==> src/hdl/bfd_pkg.sv <==
// ----------------------------------------------------------------------------
// bfd_pkg
// Shared constants, register codes, control types and helpers for the
// box filter downscaler.
// ----------------------------------------------------------------------------
package bfd_pkg;

  // default limits, handed to the top level parameters
  localparam int DEF_MAX_OUT_WIDTH = 1024;
  localparam int DEF_MAX_SCALE     = 16;
  localparam int DEF_MAX_SRC_DIM   = 4096;

  // pixel layout
  localparam int CH_N    = 4;
  localparam int PIX_W   = 8;
  localparam int TDATA_W = CH_N * PIX_W;

  // configuration register widths
  localparam int SRC_DIM_CW = 13;
  localparam int OUT_DIM_CW = 11;
  localparam int SCALE_CW   = 5;

  // configuration port
  localparam int CFG_INDEX_W = 3;
  localparam int CFG_DATA_W  = 13;

  localparam logic [CFG_INDEX_W-1:0] CFG_SRC_WIDTH  = 3'd0;
  localparam logic [CFG_INDEX_W-1:0] CFG_SRC_HEIGHT = 3'd1;
  localparam logic [CFG_INDEX_W-1:0] CFG_OUT_WIDTH  = 3'd2;
  localparam logic [CFG_INDEX_W-1:0] CFG_OUT_HEIGHT = 3'd3;
  localparam logic [CFG_INDEX_W-1:0] CFG_SCALE_X    = 3'd4;
  localparam logic [CFG_INDEX_W-1:0] CFG_SCALE_Y    = 3'd5;

  // per-pixel control from the position counters
  typedef struct packed {
    logic active;  // pixel lies inside the used area
    logic first;   // first pixel of its block
    logic done;    // bottom-right pixel of its block
    logic last;    // lies in the bottom row of the final block
  } ctl_flags_t;

  // zero acts as one, values above the limit act as the limit
  function automatic logic [31:0] clamp_reg(input logic [31:0] v, input logic [31:0] hi);
    logic [31:0] r;
    if (v == 32'd0) begin
      r = 32'd1;
    end else if (v > hi) begin
      r = hi;
    end else begin
      r = v;
    end
    return r;
  endfunction

endpackage

==> src/hdl/bfd_position.sv <==
// ----------------------------------------------------------------------------
// bfd_position
// Configuration registers and raster position counters; classifies each
// source pixel and gives its accumulator column and the block divisor.
// ----------------------------------------------------------------------------
module bfd_position
  import bfd_pkg::*;
#(
  parameter int MAX_OUT_WIDTH = DEF_MAX_OUT_WIDTH,
  parameter int MAX_SCALE     = DEF_MAX_SCALE,
  parameter int MAX_SRC_DIM   = DEF_MAX_SRC_DIM,
  localparam int ADDR_W = (MAX_OUT_WIDTH > 1) ? $clog2(MAX_OUT_WIDTH) : 1,
  localparam int SC_W   = $clog2(MAX_SCALE + 1),
  localparam int N_W    = 2 * SC_W
) (
  input  logic                   clk,
  input  logic                   rst,
  input  logic                   cfg_write,
  input  logic [CFG_INDEX_W-1:0] cfg_index,
  input  logic [CFG_DATA_W-1:0]  cfg_data,
  input  logic                   step,
  output ctl_flags_t             flags,
  output logic [ADDR_W-1:0]      addr,
  output logic [N_W-1:0]         divisor
);

  localparam int SW_W   = $clog2(MAX_SRC_DIM + 1);
  localparam int SCOL_W = $clog2(MAX_SRC_DIM);
  localparam int OW_W   = $clog2(MAX_OUT_WIDTH + 1);
  localparam int BLK_W  = (MAX_SCALE > 1) ? $clog2(MAX_SCALE) : 1;
  localparam int UW_W   = OW_W + SC_W;
  localparam int UH_W   = OUT_DIM_CW + SC_W;

  // configuration registers
  logic [SRC_DIM_CW-1:0] src_width;
  logic [SRC_DIM_CW-1:0] src_height;
  logic [OUT_DIM_CW-1:0] out_width;
  logic [OUT_DIM_CW-1:0] out_height;
  logic [SCALE_CW-1:0]   scale_x;
  logic [SCALE_CW-1:0]   scale_y;

  // position counters
  logic [SCOL_W-1:0] source_column, source_column_next;
  logic [SCOL_W-1:0] source_row, source_row_next;
  logic [BLK_W-1:0]  row_in_block, row_in_block_next;
  logic [BLK_W-1:0]  column_in_block, column_in_block_next;
  logic [OW_W-1:0]   output_column, output_column_next;

  logic [SW_W-1:0]       sw;
  logic [SW_W-1:0]       sh;
  logic [OW_W-1:0]       ow;
  logic [OUT_DIM_CW-1:0] oh;
  logic [SC_W-1:0]       sx;
  logic [SC_W-1:0]       sy;
  logic [UW_W-1:0]       used_w;
  logic [UH_W-1:0]       used_h;
  logic [SCOL_W:0]       scol_inc;
  logic [SCOL_W:0]       srow_inc;
  logic [BLK_W:0]        cib_inc;
  logic [BLK_W:0]        rib_inc;
  logic                  in_rng;

  // effective sizes
  assign sw      = SW_W'(clamp_reg(32'(src_width), 32'(MAX_SRC_DIM)));
  assign sh      = SW_W'(clamp_reg(32'(src_height), 32'(MAX_SRC_DIM)));
  assign ow      = OW_W'(clamp_reg(32'(out_width), 32'(MAX_OUT_WIDTH)));
  assign oh      = (out_height == '0) ? OUT_DIM_CW'(1) : out_height;
  assign sx      = SC_W'(clamp_reg(32'(scale_x), 32'(MAX_SCALE)));
  assign sy      = SC_W'(clamp_reg(32'(scale_y), 32'(MAX_SCALE)));
  assign used_w  = UW_W'(ow) * UW_W'(sx);
  assign used_h  = UH_W'(oh) * UH_W'(sy);
  assign divisor = N_W'(sx) * N_W'(sy);

  assign scol_inc = {1'b0, source_column} + (SCOL_W + 1)'(1);
  assign srow_inc = {1'b0, source_row} + (SCOL_W + 1)'(1);
  assign cib_inc  = {1'b0, column_in_block} + (BLK_W + 1)'(1);
  assign rib_inc  = {1'b0, row_in_block} + (BLK_W + 1)'(1);

  // classify the current pixel
  assign in_rng = (32'(source_column) < 32'(used_w)) && (32'(source_row) < 32'(used_h)) &&
                  (32'(output_column) < 32'(ow));
  assign flags.active = in_rng;
  assign flags.first  = (row_in_block == '0) && (column_in_block == '0);
  assign flags.done   = (32'(row_in_block) == 32'(sy) - 32'd1) &&
                        (32'(column_in_block) == 32'(sx) - 32'd1);
  assign flags.last   = (32'(output_column) == 32'(ow) - 32'd1) &&
                        (32'(source_row) == 32'(used_h) - 32'd1);
  assign addr         = output_column[ADDR_W-1:0];

  // advance the raster position
  always_comb begin
    source_column_next   = source_column;
    source_row_next      = source_row;
    row_in_block_next    = row_in_block;
    column_in_block_next = column_in_block;
    output_column_next   = output_column;
    if (in_rng) begin
      if (32'(cib_inc) >= 32'(sx)) begin
        column_in_block_next = '0;
        output_column_next   = output_column + OW_W'(1);
      end else begin
        column_in_block_next = cib_inc[BLK_W-1:0];
      end
    end
    if (32'(scol_inc) >= 32'(sw)) begin
      source_column_next   = '0;
      column_in_block_next = '0;
      output_column_next   = '0;
      if (32'(source_row) < 32'(used_h)) begin
        row_in_block_next = (32'(rib_inc) >= 32'(sy)) ? '0 : rib_inc[BLK_W-1:0];
      end
      if (32'(srow_inc) >= 32'(sh)) begin
        source_row_next   = '0;
        row_in_block_next = '0;
      end else begin
        source_row_next = srow_inc[SCOL_W-1:0];
      end
    end else begin
      source_column_next = scol_inc[SCOL_W-1:0];
    end
  end

  // register writes restart the image, pixels step the counters
  always_ff @(posedge clk) begin
    if (rst) begin
      src_width       <= SRC_DIM_CW'(1);
      src_height      <= SRC_DIM_CW'(1);
      out_width       <= OUT_DIM_CW'(1);
      out_height      <= OUT_DIM_CW'(1);
      scale_x         <= SCALE_CW'(1);
      scale_y         <= SCALE_CW'(1);
      source_column   <= '0;
      source_row      <= '0;
      row_in_block    <= '0;
      column_in_block <= '0;
      output_column   <= '0;
    end else if (cfg_write && (cfg_index <= CFG_SCALE_Y)) begin
      case (cfg_index)
        CFG_SRC_WIDTH:  src_width  <= cfg_data;
        CFG_SRC_HEIGHT: src_height <= cfg_data;
        CFG_OUT_WIDTH:  out_width  <= cfg_data[OUT_DIM_CW-1:0];
        CFG_OUT_HEIGHT: out_height <= cfg_data[OUT_DIM_CW-1:0];
        CFG_SCALE_X:    scale_x    <= cfg_data[SCALE_CW-1:0];
        CFG_SCALE_Y:    scale_y    <= cfg_data[SCALE_CW-1:0];
        default: ;
      endcase
      source_column   <= '0;
      source_row      <= '0;
      row_in_block    <= '0;
      column_in_block <= '0;
      output_column   <= '0;
    end else if (step) begin
      source_column   <= source_column_next;
      source_row      <= source_row_next;
      row_in_block    <= row_in_block_next;
      column_in_block <= column_in_block_next;
      output_column   <= output_column_next;
    end
  end

endmodule

==> config.mk <==
export PLATFORM = sky130hd
export DESIGN_NAME = bfd_position
export DESIGN_NICKNAME = d
export VERILOG_FILES = /design/src/hdl/bfd_pkg.sv /design/src/hdl/bfd_position.sv
export SDC_FILE = /design/constraint.sdc
export NUM_CORES = 1
export LEC_CHECK = 0
export BUFFER_PORTS_ARGS = -buffer_cell sky130_fd_sc_hd__clkbuf_2
export CAP_MARGIN = 20
export CORE_ASPECT_RATIO = 0.7
export CORE_UTILIZATION = 55
export CTS_BUF_LIST = sky130_fd_sc_hd__clkbuf_4
export DETAILED_ROUTE_END_ITERATION = 6
export GPL_TIMING_DRIVEN = 0
export PLACE_DENSITY = 0.72
export SLEW_MARGIN = 15
export SYNTH_ARGS = -nofsm -noshare
export SYNTH_HDL_FRONTEND = slang
export SYNTH_SLANG_ARGS = --single-unit
==> constraint.sdc <==
create_clock -name clk -period 20.7 [get_ports clk]
set_clock_uncertainty 0.05 [all_clocks]
set_input_delay 6.21 -clock clk [delete_from_list [all_inputs] [get_ports clk]]
set_output_delay 6.21 -clock clk [all_outputs]
set_load 0.005 [all_outputs]
* Word level (Yosys, flattened, before mapping)
Index checks and enable logic that the tools add are counted.
Operators by class: add/subtract/negate cells 9, multiplexer cells 22, $lt $le $gt $ge 13, $mul 3, equal/unequal tests 9, reduce and logical (&&, ||, !) cells 29
Operators with widths (count):
- $mux 11 | 6
- $eq 4x32->1 | 2
- $mux 13 | 4
- $eq 11x32->1 | 1
- $eq 12x32->1 | 1
- $lt 12x16->1 | 2
- $mul 11x5->16 | 2
- $add 12x1->13 const B | 2
- $ge 13x13->1 | 2
- $gt 13x13->1 const B | 2
- $logic_not 13->1 | 2
- $mux 12 | 2
- $mux 4 | 6
- $logic_not 11->1 | 2
- $mux 5 | 4
- $sub 16x1->17 const B | 1
- $reduce_and 2->1 | 8
- $sub 11x1->12 const B | 1
- $sub 5x1->6 const B | 2
- $add 11x1->11 const B | 1
- $gt 11x11->1 const B | 1
- $lt 11x11->1 | 1
- $add 4x1->5 const B | 2
- $ge 5x5->1 | 2
- 13 further kinds | 26
Storage, ports and cells: logic and storage cells 96, register bits 101, output and inout bits 24

* Logic depth before layout (Yosys ltp)
depth after elaboration 9, depth in mapped cells 29, gate-level depth less buffers 26

* Worst setup path before layout
OpenSTA, ideal clock, no wires.
path kind reg2out, from register scale_y[4], to output port flags[3] in the netlist's numbering, slack 8.548 ns, required time 14.440 ns, stages on the path, launching flop included 25, arrival time 5.892 ns, buffers on the path 4, path through dfxtp_1 -> clkbuf_1 -> nor2b_1 -> clkbuf_1 -> nand2_1 -> fa_1 -> fa_1 -> fa_1 -> inv_1 -> ha_1 -> nor2b_1 -> o31a_1 -> or4b_2 -> o311a_1 -> ha_1 -> o21a_1 -> o21ai_0 -> a2111oi_0 -> nor3_1 -> a21oi_1 -> o211a_2 -> a21o_1 -> buf_6 -> inv_1 -> buf_4
Between the ends: longest elaborated chain between the ends 7
Ends and longest elaborated chain:
- start: declaration | line bfd_position.sv:40 | logic [SCALE_CW-1:0] scale_y;
- start signal: assignment | line bfd_position.sv:144 | CFG_SCALE_Y: scale_y <= cfg_data[SCALE_CW-1:0];
- $gt 5x5->1 | line bfd_pkg.sv:47 | end else if (v > hi) begin
- $mux 5 | line bfd_pkg.sv:47
- $mux 5 (*) | line bfd_pkg.sv:45 | if (v == 32'd0) begin
- $mul 11x5->16 (*) | line bfd_position.sv:71 | assign used_h = UH_W'(oh) * UH_W'(sy);
- $lt 12x16->1 (*) | line bfd_position.sv:80 | assign in_rng = (32'(source_column) < 32'(used_w)) && (32'(source_row) < 32'(used_h)) &&
- $logic_and 1x1->1 (*) (2 in a row) | line bfd_position.sv:80
- end: declaration | line bfd_position.sv:22 | output ctl_flags_t flags,
Every way passes the cells marked *; elsewhere a longest branch is shown, timed or not.

* Final worst setup path
from register scale_x[4], to output port flags[3] in the netlist's numbering
Between the ends: longest elaborated chain between the ends 7
Ends and longest elaborated chain:
- start: declaration | line bfd_position.sv:39 | logic [SCALE_CW-1:0] scale_x;
- start signal: assignment | line bfd_position.sv:143 | CFG_SCALE_X: scale_x <= cfg_data[SCALE_CW-1:0];
- $gt 5x5->1 | line bfd_pkg.sv:47
- $mux 5 | line bfd_pkg.sv:47
- $mux 5 (*) | line bfd_pkg.sv:45
- $mul 11x5->16 (*) | line bfd_position.sv:70 | assign used_w = UW_W'(ow) * UW_W'(sx);
- $lt 12x16->1 (*) | line bfd_position.sv:80
- $logic_and 1x1->1 (*) (2 in a row) | line bfd_position.sv:80
Marked as above.

==> out/qor.yml <==
slowest_delay_ps: 630
hold_start: "src_height[10]"
ctsResizeCount: 0
synth_top_cell_area_share_pct: 17.4
numCtsBuffers: 9
cts_tree: "done"
cts_hold_buf: 0
arrival_ps: 8480
tightest_slew_ps: 1120
grt_use_met1_pct: 45.7
drv_slew: 0
grt_max_degree: 19
synth.avg_cell_area_um2: 7.75
start_util_pct: 56.1
synth_cell_type_count: 81
postCtsSetupBuffers: 0
layout.nets: 1778
whs_endpoint: "src_height[10]"
cpMostUsedCell: "inv_1"
synthArstFlopShare_pct: 0
die_h_um: 124
dr.pass1.iters: 7
fin_ws_ps: 5960
cts.clk_slew.worst_paths_ps: 170
yosysWarnings: 0
antenna_found_initial: 0
ys_ff_latch: 101
coreArea_um2: 20700
synth_area_leaders: "dfxtp_1 (17%), ha_1 (16%), fa_1 (11%), nand2_1 (7.0%), a21oi_1 (5.0%)"
core.rowCount: 44
ff2ff_path_depth: 25
fillers: 1953
die_width_um: 176
portBuffers: 40
worst-path-max-fanout: 10
synth_area_um2: 11600
clock-root-buffer: "clkbuf_4"
stdcell_area_um2: 12300
cp-start-kind: "register"
grt_setup_unrepaired: "no"
gr-usage-met3_pct: 4.40
drt_wl_total_um: 31100
worstSetupPathType: "reg2out"
remaining_drc_errors: 0
gp_congestion: 0.973
synth_nets: 1727
grt_usage_pct: 29.3
cp_slowest_cell: "o31ai_1"
synth_ff_type: "dfxtp_1"
ys_seq_area_share_pct: 17.4
ios: 44
min_path_cells: 2
cts_max_level: 3
grt_use_met2_pct: 41.9
drt_first_iter_violations: 952
reg2reg_slack_ps: 12400
clock-sinks: 101
endpoint_kind: "primary output"
tns_ps: 0
synthToLayoutAreaGrowth_pct: 6.25
vdd_ir_drop_max_mv: 0.0424
synth_top_area_cell: "dfxtp_1"
die_area_um2: 21700
grt_first_pass_wirelength_um: 49800
grt_pass1_vias: 9658
p_per_area_nw_per_um2: 33.3
busiest_layer: "met1"
post-route-period-util_pct: 71.2
min_period_ps: 14740
layout_commonest_cell: "nand2_1"
synth-edff-count: 0
status: "finished clean"
clock_latency_ps: 490
finalSetupViolations: 0
worstPathRequired_ps: 14440
rr_endpoint: "output_column[0]"
slew_headroom_pct: 25.5
final_cell_mix: "nand2_1 (216), inv_1 (152), ha_1 (146)"
hold_viol_final: 0
avgRoutedWirePerCell_um: 17.0
cap_viol_max_count: 0
dpl_cell_area_um2: 12100
vias_per_cell: 5.89
grt.overflow.total: 0
num_vias: 10800
synthCells: 1498
hp-class: "reg2reg"
postRouteAntennaNets: 0
fmax_mhz: 67.8
r2r-start: "scale_x[4]"
drive_gt1_share_pct: 5.79
diodes: 0
dp_hpwl_um: 25300
clock_path_buffers: 2
pre_cts_ws_ps: 6770
p_leak_nw: 5.56
-- registers in the layout, indices dropped and copies added, names as in the netlist --
name	count
source_row	12
output_column	11
source_column	12
column_in_block	4
scale_y	5
out_width	11
out_height	11
src_width	13
row_in_block	4
src_height	13
scale_x	5
-- worst max-delay path: cells and delay by family, from the launching register on --
| kind | cells | cell delay, ps |
|---|---|---|
| and+or+nand+nor | 7 | 2110 |
| adders and majority gates | 5 | 2040 |
| buffers and inverters | 10 | 1870 |
| AOI/OAI and AO/OA | 4 | 1150 |
| DFF | 1 | 420 |
| xor gates and xnor gates | 1 | 390 |
-- kinds of logic after synthesis --
family	Yosys count	share of synthesized area, %
compound gates	305	17.0
flops	101	17.4
buf+inv	215	7.39
fa+ha+maj	209	26.6
xor+xnor	76	5.99
simple gates	577	24.3
mux	15	1.32
-- report_power, final --
group / leakage (nW) / switching [mW] / total [mW] / internal (mW)
registers: 0.816 / 0.00377 / 0.201 / 0.197
clock network: 0.0959 / 0.0754 / 0.128 / 0.0529
logic: 4.65 / 0.0526 / 0.0811 / 0.0285
-- per-stage QoR --
stage | hold slack (ps) | std cells | util [%] | power [mW]
4_1_cts | 438 | 1830 | 59.6 | 0.412
3_5_place_dp | 418 | 1814 | 58.7 | 0.285
5_1_grt | 462 | 1830 | 59.6 | 0.427
3_3_place_gp | 416 | 1814 | 58.7 | 0.283
2_1_floorplan | 386 | 1498 | - | 0.258
6_report | 434 | 1830 | 59.6 | 0.411
-- cell usage after synthesis (all sizes together), types with 13 or more instances --
cell type / n
a21o: 19
a21oi: 115
and2: 33
and3: 33
buf: 17
clkbuf: 45
dfxtp: 101
fa: 63
ha: 146
inv: 152
mux2i: 13
nand2: 217
nand3: 22
nand3b: 24
nor2: 124
nor2b: 26
nor3: 17
nor4: 21
o21ai: 47
or3: 13
xnor2: 37
xor2: 37
-- routing by layer --
metal | wire length (µm) | share of wire [%] | vias to the layer above
met5 | 0 | 0 | -
met4 | 382 | 1.2 | 0
met3 | 2650 | 8.5 | 28
met2 | 12400 | 40 | 369
met1 | 15600 | 50 | 5133
li1 | - | - | 5255
-- worst max path at each step --
stage | cells after the start | slack (ps) | end | from
5_1_grt | 26 | 5580 | flags[3] | scale_x[4]
3_3_place_gp | 27 | 6870 | flags[3] | scale_x[4]
2_1_floorplan | 24 | 8550 | flags[3] | scale_y[4]
6_report | 27 | 5960 | flags[3] | scale_x[4]
3_5_place_dp | 27 | 6770 | flags[3] | scale_x[4]
4_1_cts | 27 | 6200 | flags[3] | scale_x[4]
-- cell type report --
cell class	instances	area, µm²	area share (%)
buffer	62	283	2.29
sequential	101	2020	16.4
timing repair buffer	40	200	1.62
tap	276	345	2.80
inverter	153	574	4.66
multi-input combinational	1182	8720	70.8
clock buffer	10	75.1	0.609
clock inverter	6	105	0.853
Note: power is estimated with default switching activity, not from simulation.
