==> src/hdl/bfd_pkg.sv <==
// ----------------------------------------------------------------------------
// bfd_pkg
// Shared constants, register codes, control types and helpers for the
// box filter downscaler.
// ----------------------------------------------------------------------------
package bfd_pkg;

  // default limits, handed to the top level parameters
  localparam int DEF_MAX_OUT_WIDTH = 1024;
  localparam int DEF_MAX_SCALE     = 16;
  localparam int DEF_MAX_SRC_DIM   = 4096;

  // pixel layout
  localparam int CH_N    = 4;
  localparam int PIX_W   = 8;
  localparam int TDATA_W = CH_N * PIX_W;

  // configuration register widths
  localparam int SRC_DIM_CW = 13;
  localparam int OUT_DIM_CW = 11;
  localparam int SCALE_CW   = 5;

  // configuration port
  localparam int CFG_INDEX_W = 3;
  localparam int CFG_DATA_W  = 13;

  localparam logic [CFG_INDEX_W-1:0] CFG_SRC_WIDTH  = 3'd0;
  localparam logic [CFG_INDEX_W-1:0] CFG_SRC_HEIGHT = 3'd1;
  localparam logic [CFG_INDEX_W-1:0] CFG_OUT_WIDTH  = 3'd2;
  localparam logic [CFG_INDEX_W-1:0] CFG_OUT_HEIGHT = 3'd3;
  localparam logic [CFG_INDEX_W-1:0] CFG_SCALE_X    = 3'd4;
  localparam logic [CFG_INDEX_W-1:0] CFG_SCALE_Y    = 3'd5;

  // per-pixel control from the position counters
  typedef struct packed {
    logic active;  // pixel lies inside the used area
    logic first;   // first pixel of its block
    logic done;    // bottom-right pixel of its block
    logic last;    // lies in the bottom row of the final block
  } ctl_flags_t;

  // zero acts as one, values above the limit act as the limit
  function automatic logic [31:0] clamp_reg(input logic [31:0] v, input logic [31:0] hi);
    logic [31:0] r;
    if (v == 32'd0) begin
      r = 32'd1;
    end else if (v > hi) begin
      r = hi;
    end else begin
      r = v;
    end
    return r;
  endfunction

endpackage

==> src/hdl/bfd_divider.sv <==
// ----------------------------------------------------------------------------
// bfd_divider
// Pipelined restoring divider: block sums divided by the block size, one
// quotient bit per stage for all channels at once.
// ----------------------------------------------------------------------------
module bfd_divider
  import bfd_pkg::*;
#(
  parameter int SUM_W = 16,
  parameter int N_W   = 10
) (
  input  logic                        clk,
  input  logic                        rst,
  input  logic                        en,
  input  logic                        in_valid,
  input  logic [CH_N-1:0][SUM_W-1:0]  in_sums,
  input  logic                        in_last,
  input  logic [N_W-1:0]              divisor,
  output logic                        out_valid,
  output logic [CH_N-1:0][PIX_W-1:0]  out_quo,
  output logic                        out_last
);

  localparam int STAGES = PIX_W;
  localparam int DW     = SUM_W + 1;

  logic [STAGES:0]    d_valid;
  logic [STAGES:0]    d_last;
  logic [DW-1:0]      d_rem [STAGES+1][CH_N];
  logic [PIX_W-1:0]   d_quo [STAGES+1][CH_N];

  // valid bits through the entry stage and the divide stages
  always_ff @(posedge clk) begin
    if (rst) begin
      d_valid <= '0;
    end else if (en) begin
      d_valid <= {d_valid[STAGES-1:0], in_valid};
    end
  end

  // entry stage, then one quotient bit per stage, most significant first
  always_ff @(posedge clk) begin
    if (en) begin
      d_last <= {d_last[STAGES-1:0], in_last};
      for (int c = 0; c < CH_N; c++) begin
        d_rem[0][c] <= DW'(in_sums[c]);
        d_quo[0][c] <= '0;
      end
      for (int s = 1; s <= STAGES; s++) begin
        for (int c = 0; c < CH_N; c++) begin
          if (d_rem[s-1][c] >= (DW'(divisor) << (STAGES - s))) begin
            d_rem[s][c] <= d_rem[s-1][c] - (DW'(divisor) << (STAGES - s));
            d_quo[s][c] <= d_quo[s-1][c] | (PIX_W'(1) << (STAGES - s));
          end else begin
            d_rem[s][c] <= d_rem[s-1][c];
            d_quo[s][c] <= d_quo[s-1][c];
          end
        end
      end
    end
  end

  // final stage
  assign out_valid = d_valid[STAGES];
  assign out_last  = d_last[STAGES];

  always_comb begin
    for (int c = 0; c < CH_N; c++) begin
      out_quo[c] = d_quo[STAGES][c];
    end
  end

endmodule

==> config.mk <==
export PLATFORM = sky130hd
export DESIGN_NAME = bfd_divider
export DESIGN_NICKNAME = d
export VERILOG_FILES = /design/src/hdl/bfd_pkg.sv /design/src/hdl/bfd_divider.sv
export SDC_FILE = /design/constraint.sdc
export NUM_CORES = 1
export LEC_CHECK = 0
export BUFFER_PORTS_ARGS = -buffer_cell sky130_fd_sc_hd__buf_2
export CAP_MARGIN = 10
export CORE_MARGIN = 10
export CORE_UTILIZATION = 30
export CTS_CLUSTER_DIAMETER = 40
export CTS_CLUSTER_SIZE = 14
export DETAILED_ROUTE_END_ITERATION = 10
export PLACE_DENSITY = 0.53
export SYNTH_ARGS = -nofsm -noshare
export SYNTH_HDL_FRONTEND = slang
export SYNTH_SLANG_ARGS = --single-unit
==> constraint.sdc <==
create_clock -name clk -period 7.4 [get_ports clk]
set_input_delay 1.11 -clock clk [delete_from_list [all_inputs] [get_ports clk]]
set_output_delay 1.11 -clock clk [all_outputs]
set_load 0.005 [all_outputs]
; ---- Word level (Yosys, flattened, before mapping)
; Memory sizes are Yosys's and may differ from the RTL's.
; Cells that the tools add are included.
[op_classes]
mux = 258
n_bitwise = 64
addsub = 32
div = 0
mul = 0
n_eq_ne = 0
magnitude_cmp = 32
shift = 0
reduce_logical = 0
[op_table]
columns = op, count
row1 = 17-bit 2-to-1 mux, 32
row2 = 8-bit 2-to-1 mux, 32
row3 = 1-bit 2-to-1 mux, 194
row4 = 17-bit by 10-bit >= comparator with 1-bit output, 4
row5 = 17-bit by 11-bit >= comparator with 1-bit output, 4
row6 = 17-bit by 12-bit >= comparator with 1-bit output, 4
row7 = 17-bit by 13-bit >= comparator with 1-bit output, 4
row8 = 17-bit by 14-bit >= comparator with 1-bit output, 4
row9 = 17-bit by 15-bit >= comparator with 1-bit output, 4
row10 = 17-bit by 16-bit >= comparator with 1-bit output, 4
row11 = 17-bit >= comparator, 4
row12 = 17-bit by 10-bit subtractor with 17-bit output, 4
row13 = 17-bit by 11-bit subtractor with 17-bit output, 4
row14 = 17-bit by 12-bit subtractor with 17-bit output, 4
row15 = 17-bit by 13-bit subtractor with 17-bit output, 4
row16 = 17-bit by 14-bit subtractor with 17-bit output, 4
row17 = 17-bit by 15-bit subtractor with 17-bit output, 4
row18 = 17-bit by 16-bit subtractor with 17-bit output, 4
row19 = 17-bit subtractor, 4
row20 = 1-bit OR, 64
[word_totals]
ramBits = 900
mem_count = 2
output_inout_bits = 34
in_bits = 79
latch_bits = 0
ff_bits = 18
wordCells = 390
romBits = 0
[memory_table]
columns = memory, depth, width, read_ports, rd_clocked_by_memory_dff, write_ports, line_no
row1 = d_rem, 9, 68, 8, 0, 9, bfd_divider.sv:29  ; logic [DW-1:0] d_rem [STAGES+1][CH_N];
row2 = d_quo, 9, 32, 9, 0, 9, bfd_divider.sv:30  ; logic [PIX_W-1:0] d_quo [STAGES+1][CH_N];

; ---- Logic depth before layout (Yosys ltp)
; Gate-level depths: netlist of the first run.
; An unclocked memory read counts as a cell.
[logic_depth]
depth_word = 6
depth_mapped = 13

; ---- Least setup slack after synthesis of the first run
; Ideal clock, no wire load.
[synth_timing]
path_kind = input to register
startpoint = input divisor[1]
endpoint = memory d_rem[6][39] (netlist bit), data pin
n_path_buf = 1
setup_slack_ps = 3338
required_time_ps = 7138
setup_time_ps = 262
stages = 10
t_arrival_ps = 3800
cell_sequence = inv_1 ha_1 nor2b_1 o31a_1 or3_1 a21oi_2 o21ai_2 nand2b_4 buf_6 mux2_1
[synth_lines]
columns = element, line_no
row1 = start: declaration, bfd_divider.sv:18  ; input logic [N_W-1:0] divisor,
row2 = end: declaration, bfd_divider.sv:29

==> metrics.yaml, run 1 <==
status: "finished, final reports clean"
critPathArrivalTime_ns: 4.69
ant_nets: 0
tns_ns: 0
drt_iter0_drc: 1528
syn-num-nets: 3791
ys_async_sr_fraction_pct: 0
grt_max_degree: 80
antenna_found_initial: 1
routedWlPerCell_um: 15.8
yosysWarnings: 0
grt_setup_unrepaired: "no"
cts_tree: "yes"
numCtsBuffers: 109
layout_min_cycle_time_ns: 4.27
top_layer_used: "met4"
p_per_area_nw_per_um2: 333
holdWs_ns: 0.408
cts_setup_buffers: 0
gp_congestion: 0.844
final_nets: 3950
fillers: 12800
ys.flop_type: "edfxtp_1"
finalCritPeriodShare_pct: 57.7
start_kind: "primary input"
vias: 25400
ys_ff_latch: 702
leakagePower_uw: 0.0170
clk_latency_ns: 0.68
ctsResizeCount: 0
cap_violations: 0
area_growth_pct: 16.1
grt_pass1_wl_um: 136000
io_buffers: 112
wl_met2_um: 38800
ios: 113
slew_viol_final: 0
routed_wl_um: 84800
wl_met3_um: 3190
holdCritPathClass: "reg -> reg"
synth_edf_count: 693
path_class: "in -> reg"
grt_pass1_vias: 25200
tightestPinTransition_ns: 1.11
dieArea_um2: 146000
die_h_um: 382
met1_length_um: 40800
worst_ep_required_time_ns: 7.82
synth_cell_types: 90
drive_gt1_share_pct: 11.8
antenna_cells: 0
die_w_um: 382
peakVddDrop_mv: 0.204
finalWorstSetupSlack_ns: 3.13
grt.total_usage_pct: 11.4
cts.htree.levels: 3
cts_buffer_depth: 3
clock_sinks: 702
clk_pin_slew_ns: 0.06
overflow: 0
drcViolationCount: 0
crit_path_max_fanout: 22
initial_core_util_pct: 30.3
coreArea_um2: 130000
syn-cell-area_um2: 39300
drt_first_pass_iters: 6
rows: 132
cp-end-kind: "register"
finalSetupViolCount: 0
netlist_instances: 3368
final_cell_mix: "edfxtp_1 (693), ha_1 (316), nor2_1 (302)"
final_common_cell: "edfxtp_1"
skew_ns: 0.0181
avgSynthCellArea_um2: 11.7
max_freq_ghz: 0.234
holdBufCountCts: 0
place_ws_ns: 2.47
synth-seq-area-share_pct: 53.4
clockRootBuffer: "clkbuf_16"
hold_viol_final: 0
via_per_inst: 4.74
maxSlewHeadroom_pct: 25.7
post-dp-hpwl_um: 60700
state kept, by name (all words and copies together) (netlist names):
| register | count |
|---|---|
| d_rem | 540 |
| d_valid | 9 |
| d_quo | 144 |
| d_last | 9 |
critical path: stages:
cell and delay (ns):
buf_2 0.63, buf_4 0.41, ha_1 0.22, inv_1 0.06
fa_1 0.43, a211oi_1 0.31, o21ai_0 0.14, a21oi_1 0.27
nor4_1 0.09, nand2b_1 0.51, mux2_2 0.45
where the power goes:
group | internal [uW] | total [uW] | switching, uW
clock network | 3110 | 5090 | 1980
registers | 5490 | 5950 | 463
logic | 1920 | 4150 | 2230
total | 10500 | 15200 | 4670
cell families (layout without fill, tap and decap cells):
kind of cell               Yosys count  count (layout)  share of synthesized area [%]
DFF                                702             702                           53.4
adders and majority gates          344             344                           11.5
AOI/OAI and AO/OA                  795             795                           12.4
xor gates and xnor gates           248             248                           5.53
buffers and inverters              211             461                           2.13
and+or+nand+nor                    974             974                           12.4
muxes                               94              94                           2.63
synthesized netlist by cell type, types with 7 or more instances:
cell	count	area, um2
nor4b_1	11	96.3
o21a_1	54	405
o21ai_1	25	125
clkbuf_1	68	255
nand4_1	40	250
nand3b_1	16	120
o21ai_0	206	1030
and3_1	8	50.1
xor2_1	120	1050
a21oi_1	264	1320
nand4b_1	18	158
ha_1	316	3950
nor3b_1	7	52.6
nor4_1	48	300
fa_1	28	561
o31a_1	24	210
xnor2_1	128	1120
nor3_1	85	425
or4_1	9	67.6
inv_1	111	417
o31ai_1	17	128
a21boi_0	7	52.6
o21bai_1	8	60.1
nor2_1	302	1130
nor2b_1	70	438
a21o_1	67	503
o211ai_1	16	120
dfxtp_1	9	180
nand2_1	206	773
nand3_1	43	215
edfxtp_1	693	20800
buf_2	26	130
or3_1	18	113
a31oi_1	23	144
mux2_2	53	597
mux2_1	22	248
nand2b_1	57	357
a211oi_1	17	128
o2111ai_1	8	70.1
mux2i_1	19	190
path summary, 6_finish.rpt:
| check | start | end | slack [ns] | cells after the start |
|---|---|---|---|---|
| worst min register to register | d_quo[1][15] | d_quo[2][15] | 0.41 | 0 |
| worst max register to register | d_rem[4][9] | d_rem[5][16] | 4.27 | 8 |
| worst min-delay path | d_quo[1][15] | d_quo[2][15] | 0.41 | 0 |
| worst max-delay path | divisor[0] | d_rem[7][4] | 3.13 | 11 |
metal layers:
layer / up-vias / GRT usage (%)
li1: 13000 / -
met1: 11800 / 15.3
met2: 419 / 18.4
met3: 127 / 1.82
met4: 0 / 4.13
met5: - / 0
layout make-up:
cell class / instances / area, um2 / share of cell area [%]
flip-flops and latches: 702 / 21000 / 46.0
multi-input cells: 2455 / 17500 / 38.3
clock buffers: 116 / 2820 / 6.18
well taps: 1742 / 2180 / 4.78
clock inverters: 86 / 896 / 1.96
repair buffers: 146 / 851 / 1.86
inverters: 113 / 424 / 0.930
per-stage QoR:
step	utilization [%]	cells	total power (uW)	instance area, um2
after floorplan	-	3368	9210	39300
after global placement	32.3	5158	10100	41900
after detailed placement	32.3	5158	10200	41900
after CTS	35.1	5360	15400	45600
after global routing	35.1	5360	16200	45600
final	35.1	5360	15200	45600
No activity file was read; power rests on OpenSTA's default activity.
==> inputs of run 2 (changes only) <==
Settings changed: PLACE_DENSITY 0.53 to 0.55.
Clock period 7.4 ns to 3.85 ns, I/O delays scaled along.
==> run 2 against run 1 <==
Clock power increased by 94%. Routed wire length increased by 3.5%. First-iteration DRC count increased by 14%. Clock skew rose by 0.030 ns. Die area unchanged. Sequential share of layout area fell by 1.0 points. Worst hold slack worse by 0.36 ns. Non-clock buffer count up 102. Worst setup slack got worse by 2.2 ns. Clock-buffer cell count decreased by 5. Critical endpoint is now d_rem[5][16].
==> metrics.yaml, run 2 (synthesis results as in run 1) <==
status: "finished, final reports clean"
tightestPinTransition_ns: 1.01
clock_sinks: 702
slew_viol_final: 0
antenna_found_initial: 1
peakVddDrop_mv: 0.355
regMostFlops: "d_rem"
path_class: "reg -> reg"
die_h_um: 382
maxSlewHeadroom_pct: 32.4
p_per_area_nw_per_um2: 633
final_nets: 4048
routedWlPerCell_um: 16.1
grt_pass1_wl_um: 140000
top_regs: "d_rem x540, d_quo x144"
tns_ns: 0
grt.total_usage_pct: 11.7
via_per_inst: 4.78
cts_tree: "yes"
holdCritPathClass: "in -> reg"
routed_wl_um: 87800
cts.htree.levels: 3
drt_first_pass_iters: 7
reg2regPathDepth: 10
total_power_uw: 29500
place_ws_ns: 0.254
final_cell_mix: "edfxtp_1 (693), ha_1 (316), nor2_1 (302)"
grt_max_degree: 99
clockRootBuffer: "clkbuf_16"
ctsResizeCount: 0
hold_path_depth: 1
clk_latency_ns: 0.71
gp_congestion: 0.872
leakagePower_uw: 0.0176
die_w_um: 382
finalWorstSetupSlack_ns: 0.891
ant_nets: 0
rows: 132
multi_input_area_um2: 17500
cap_violations: 0
cts_buffer_depth: 3
coreArea_um2: 130000
initial_core_util_pct: 30.3
drt_iter0_drc: 1737
finalCritPeriodShare_pct: 76.9
critPathArrivalTime_ns: 3.41
ios: 113
drive_gt1_share_pct: 13.2
max_freq_ghz: 0.338
vias: 26100
slowest_stage: "a2111oi_1"
register_area_um2: 21000
area_growth_pct: 18.8
cp-end-kind: "register"
post-dp-hpwl_um: 64500
hold_viol_final: 0
grt_setup_unrepaired: "no"
largest_reg_flops: 540
dieArea_um2: 146000
clk_pin_slew_ns: 0.06
io_buffers: 112
skew_ns: 0.0476
numCtsBuffers: 105
overflow: 0
grt_pass1_vias: 25900
start_kind: "register"
final_common_cell: "edfxtp_1"
layout_min_cycle_time_ns: 2.96
crit_chain: "inv_1 > ha_1 > fa_1 > nand2b_1 > a31oi_1 > nor3_1 > o31ai_1 > nor2_1 > a2111oi_1 > xor2_1"
finalSetupViolCount: 0
crit_path_max_fanout: 5
critPathMaxStageDelay_ns: 0.47
worst_ep_required_time_ns: 4.30
drcViolationCount: 0
fillers: 12800
run 2: area by class of cell:
type / count / area share, %
sequential: 702 / 45.0
multi-input combinational: 2455 / 37.4
clock buffer: 111 / 5.68
tap: 1742 / 4.67
timing repair buffer: 248 / 3.97
clock inverter: 86 / 2.35
inverter: 113 / 0.909
antenna: 1 / 0.00536
run 2: timing repair:
action                                  in CTS  in global routing
setup buffers                                0                  0
hold endpoints to repair                    35                  0
endpoints found under the setup margin       0                  0
hold buffers                                35                  0
run 2: worst paths after layout:
kind	from	end	slack (ns)
max	d_rem[4][3]	d_rem[5][16]	0.89
min	in_sums[17]	d_rem[0][35]	0.05
max reg2reg	d_rem[4][3]	d_rem[5][16]	0.89
min reg2reg	d_quo[7][23]	d_quo[8][23]	0.38
run 2: routing by layer:
metal	share of wire, %	GRT usage, %
met1	46	15.2
met4	2.9	4.51
met2	47	19.8
met3	3.6	1.66
met5	0	0
run 2: report_power, final:
part	leakage, uW	switching, uW	total [uW]	internal (uW)
Clock	0.00182	3930	9900	5970
Sequential	0.00671	905	11400	10500
Combinational	0.00903	4380	8170	3790
run 2: critical path, delay by kind of cell (launching register included):
kind	cells	cell delay, ns
AOI/OAI and AO/OA	3	1.09
xor gates and xnor gates	1	0.11
adders and majority gates	2	0.61
buffers and inverters	1	0.07
DFF	1	0.40
and+or+nand+nor	3	0.42
run 2: metrics by stage:
| stage | instance area [um2] | hold WS (ns) | utilization (%) | instances |
|---|---|---|---|---|
| 2_1_floorplan | 39300 | 0.400 | - | 3368 |
| 3_3_place_gp | 42600 | 0.400 | 32.8 | 5225 |
| 3_5_place_dp | 42600 | 0.405 | 32.8 | 5225 |
| 4_1_cts | 46700 | 0.000622 | 35.9 | 5457 |
| 5_1_grt | 46700 | 0.0230 | 35.9 | 5457 |
| 6_report | 46700 | 0.0500 | 35.9 | 5458 |
==> inputs of run 3 (changes only) <==
Settings changed: ABC_AREA set to 1, PLACE_DENSITY 0.55 to 0.53.
Clock period 3.85 ns to 3.08 ns, I/O delays scaled along.
==> run 3 against run 2 <==
First-iteration DRC count grew 28%. Die area grew 15%. Core utilization grew 0.23 points. Worst setup slack lost 0.31 ns.
==> metrics.yaml, run 3 <==
timing.rr.start: "d_rem[5][27]"
cts.htree.levels: 4
path_class: "reg -> reg"
avgSynthCellArea_um2: 8.07
status: "finished, final reports clean"
synth_cell_types: 45
final_nets: 6337
initial_core_util_pct: 30.2
synthTopCellsByCount: "nand2_1 (1,967), inv_1 (800), edfxtp_1 (693)"
syn-num-nets: 6042
drive_gt1_share_pct: 7.90
tns_ns: 0
clk_latency_ns: 0.78
ant_nets: 0
place_ws_ns: 0.0904
yosysTopAreaCell: "edfxtp_1"
synth-seq-area-share_pct: 46.3
ys.flop_type: "edfxtp_1"
holdWs_ns: 0.367
hold_start: "divisor[9]"
routed_wl_um: 118000
yosysWarnings: 0
worst_ep_required_time_ns: 3.53
slowest_stage: "edfxtp_1"
hold_path_depth: 6
area_growth_pct: 19.7
leakagePower_uw: 0.0254
synth_edf_count: 693
tightestPinTransition_ns: 0.772
top_regs: "d_rem x540, d_quo x144"
cts_buffer_depth: 3
grt_pass1_vias: 36400
holdCritPathClass: "in -> reg"
finalCritPeriodShare_pct: 81.1
crit_path_frequent_cell: "nand2_1"
post-dp-hpwl_um: 89000
gp_congestion: 0.896
synthTopCellsByArea: "edfxtp_1 (46%), nand2_1 (16%), ha_1 (8.7%), inv_1 (6.6%), nand3_1 (5.9%)"
vias: 36700
drcViolationCount: 0
synth_most_common_cell: "nand2_1"
regMostFlops: "d_rem"
max_freq_ghz: 0.400
ys_async_sr_fraction_pct: 0
crit_chain: "ha_1 > nand2_1 > nand2_1 > a21boi_0 > nand3_2 > inv_2 > nand2_1 > nand2_1 > nand2_1"
drt_iter0_drc: 2226
r2r_end: "d_rem[6][26]"
cp-end-kind: "register"
grt_setup_unrepaired: "no"
clock_sinks: 702
critPathMaxStageDelay_ns: 0.42
finalWorstSetupSlack_ns: 0.582
fin_area_um2: 54200
netlist_instances: 5619
syn-cell-area_um2: 45300
rows: 142
reg2regPathDepth: 9
synth_top_area_share_pct: 45.9
grt.total_usage_pct: 14.0
drt_first_pass_iters: 5
io_buffers: 112
p_per_area_nw_per_um2: 781
die_w_um: 409
hold_viol_final: 0
final_cell_mix: "nand2_1 (1,967), inv_1 (792), edfxtp_1 (693)"
antenna_found_initial: 2
hold_end: "d_rem[1][16]"
skew_ns: 0.0781
start_kind: "register"
largest_reg_flops: 540
finalSetupViolCount: 0
die_h_um: 409
dieArea_um2: 167000
reg2reg_slack_ns: 0.58
overflow: 0
via_per_inst: 4.57
peakVddDrop_mv: 0.435
ys_ff_latch: 702
total_power_uw: 42400
numCtsBuffers: 134
grt_max_degree: 108
routedWlPerCell_um: 14.7
maxSlewHeadroom_pct: 48.5
layout_min_cycle_time_ns: 2.50
cap_violations: 0
cts_setup_buffers: 0
placed_cell_area_um2: 48800
clockRootBuffer: "clkbuf_16"
clk_pin_slew_ns: 0.05
slew_viol_final: 0
coreArea_um2: 150000
crit_path_max_fanout: 12
ios: 113
cts_tree: "yes"
final_common_cell: "nand2_1"
critPathArrivalTime_ns: 2.95
grt_pass1_wl_um: 191000
run 3: cell types whose count changed after synthesis, sizes merged, moves of 72 or more:
cell   previous run  this run
inv             113       804
mux2             75         0
nand2           206      1976
nand3            44       533
nor2            302       472
o21ai           234        65
xnor2           128        56
run 3: per-layer routing:
layer  GRT usage [%]  vias up  share of wire [%]  wire length (um)
met5               0        -             0.0068                 8
met4            4.77        2                2.9              3480
met3            2.61      223                4.4              5270
met2            23.1      765                 46             54000
met1            18.2    16800                 47             55800
li1                -    19000                  -                 -
run 3: stage by stage:
stage               utilization (%)  cells
floorplan                         -   5619
global placement               32.6   7725
detailed placement             32.6   7725
CTS                            36.2   8042
global route                   36.2   8042
finish                         36.2   8044
run 3: repair_timing:
item | in CTS | in global routing
gates resized for setup | 0 | 0
hold buffers | 69 | 0
hold endpoints to repair | 75 | 0
run 3: cell families (layout without fill, tap and decap cells):
kind of cell	after synthesis	count (layout)	share of synthesized area, %
adders and majority gates	344	344	9.96
buffers and inverters	912	1319	7.79
other	0	2	0
AOI/OAI and AO/OA	324	324	3.87
and+or+nand+nor	3179	3179	29.0
DFF	702	702	46.3
xor gates and xnor gates	158	158	3.05
run 3: how the worst max path moves through the flow:
stage / slack [ns] / cells after the start / endpoint / startpoint
2_1_floorplan: 0.37 / 11 / d_rem[6][31] / divisor[2]
3_3_place_gp: 0.14 / 12 / d_rem[7][45] / divisor[0]
3_5_place_dp: 0.09 / 11 / d_rem[3][39] / divisor[0]
4_1_cts: 0.58 / 9 / d_rem[6][26] / d_rem[5][27]
5_1_grt: 0.38 / 9 / d_rem[6][26] / d_rem[5][27]
6_report: 0.58 / 9 / d_rem[6][26] / d_rem[5][27]
run 3: area by class of cell:
class	instances	area [um2]
inverters	806	3030
repair buffers	265	2160
clock inverters	105	1310
flip-flops and latches	702	21000
multi-input cells	4005	20800
well taps	2016	2520
clock buffers	143	3420
fillers	15500	95700
diodes	2	5.00
run 3: report_power, final:
part	switching, uW	internal [uW]	total (uW)	leakage [uW]
Combinational	8320	4800	13100	0.0164
Sequential	1140	13000	14200	0.00673
Clock	5510	9550	15100	0.00226
Total	15000	27400	42400	0.0254
run 3: critical path: cells and delay by family, from the launching register on:
family | cells | cell delay [ns]
flip-flops | 1 | 0.42
AO/OA/AOI/OAI | 1 | 0.39
buffers and inverters | 1 | 0.08
adder cells (fa/ha/maj) | 1 | 0.37
AND/OR/NAND/NOR | 6 | 0.92
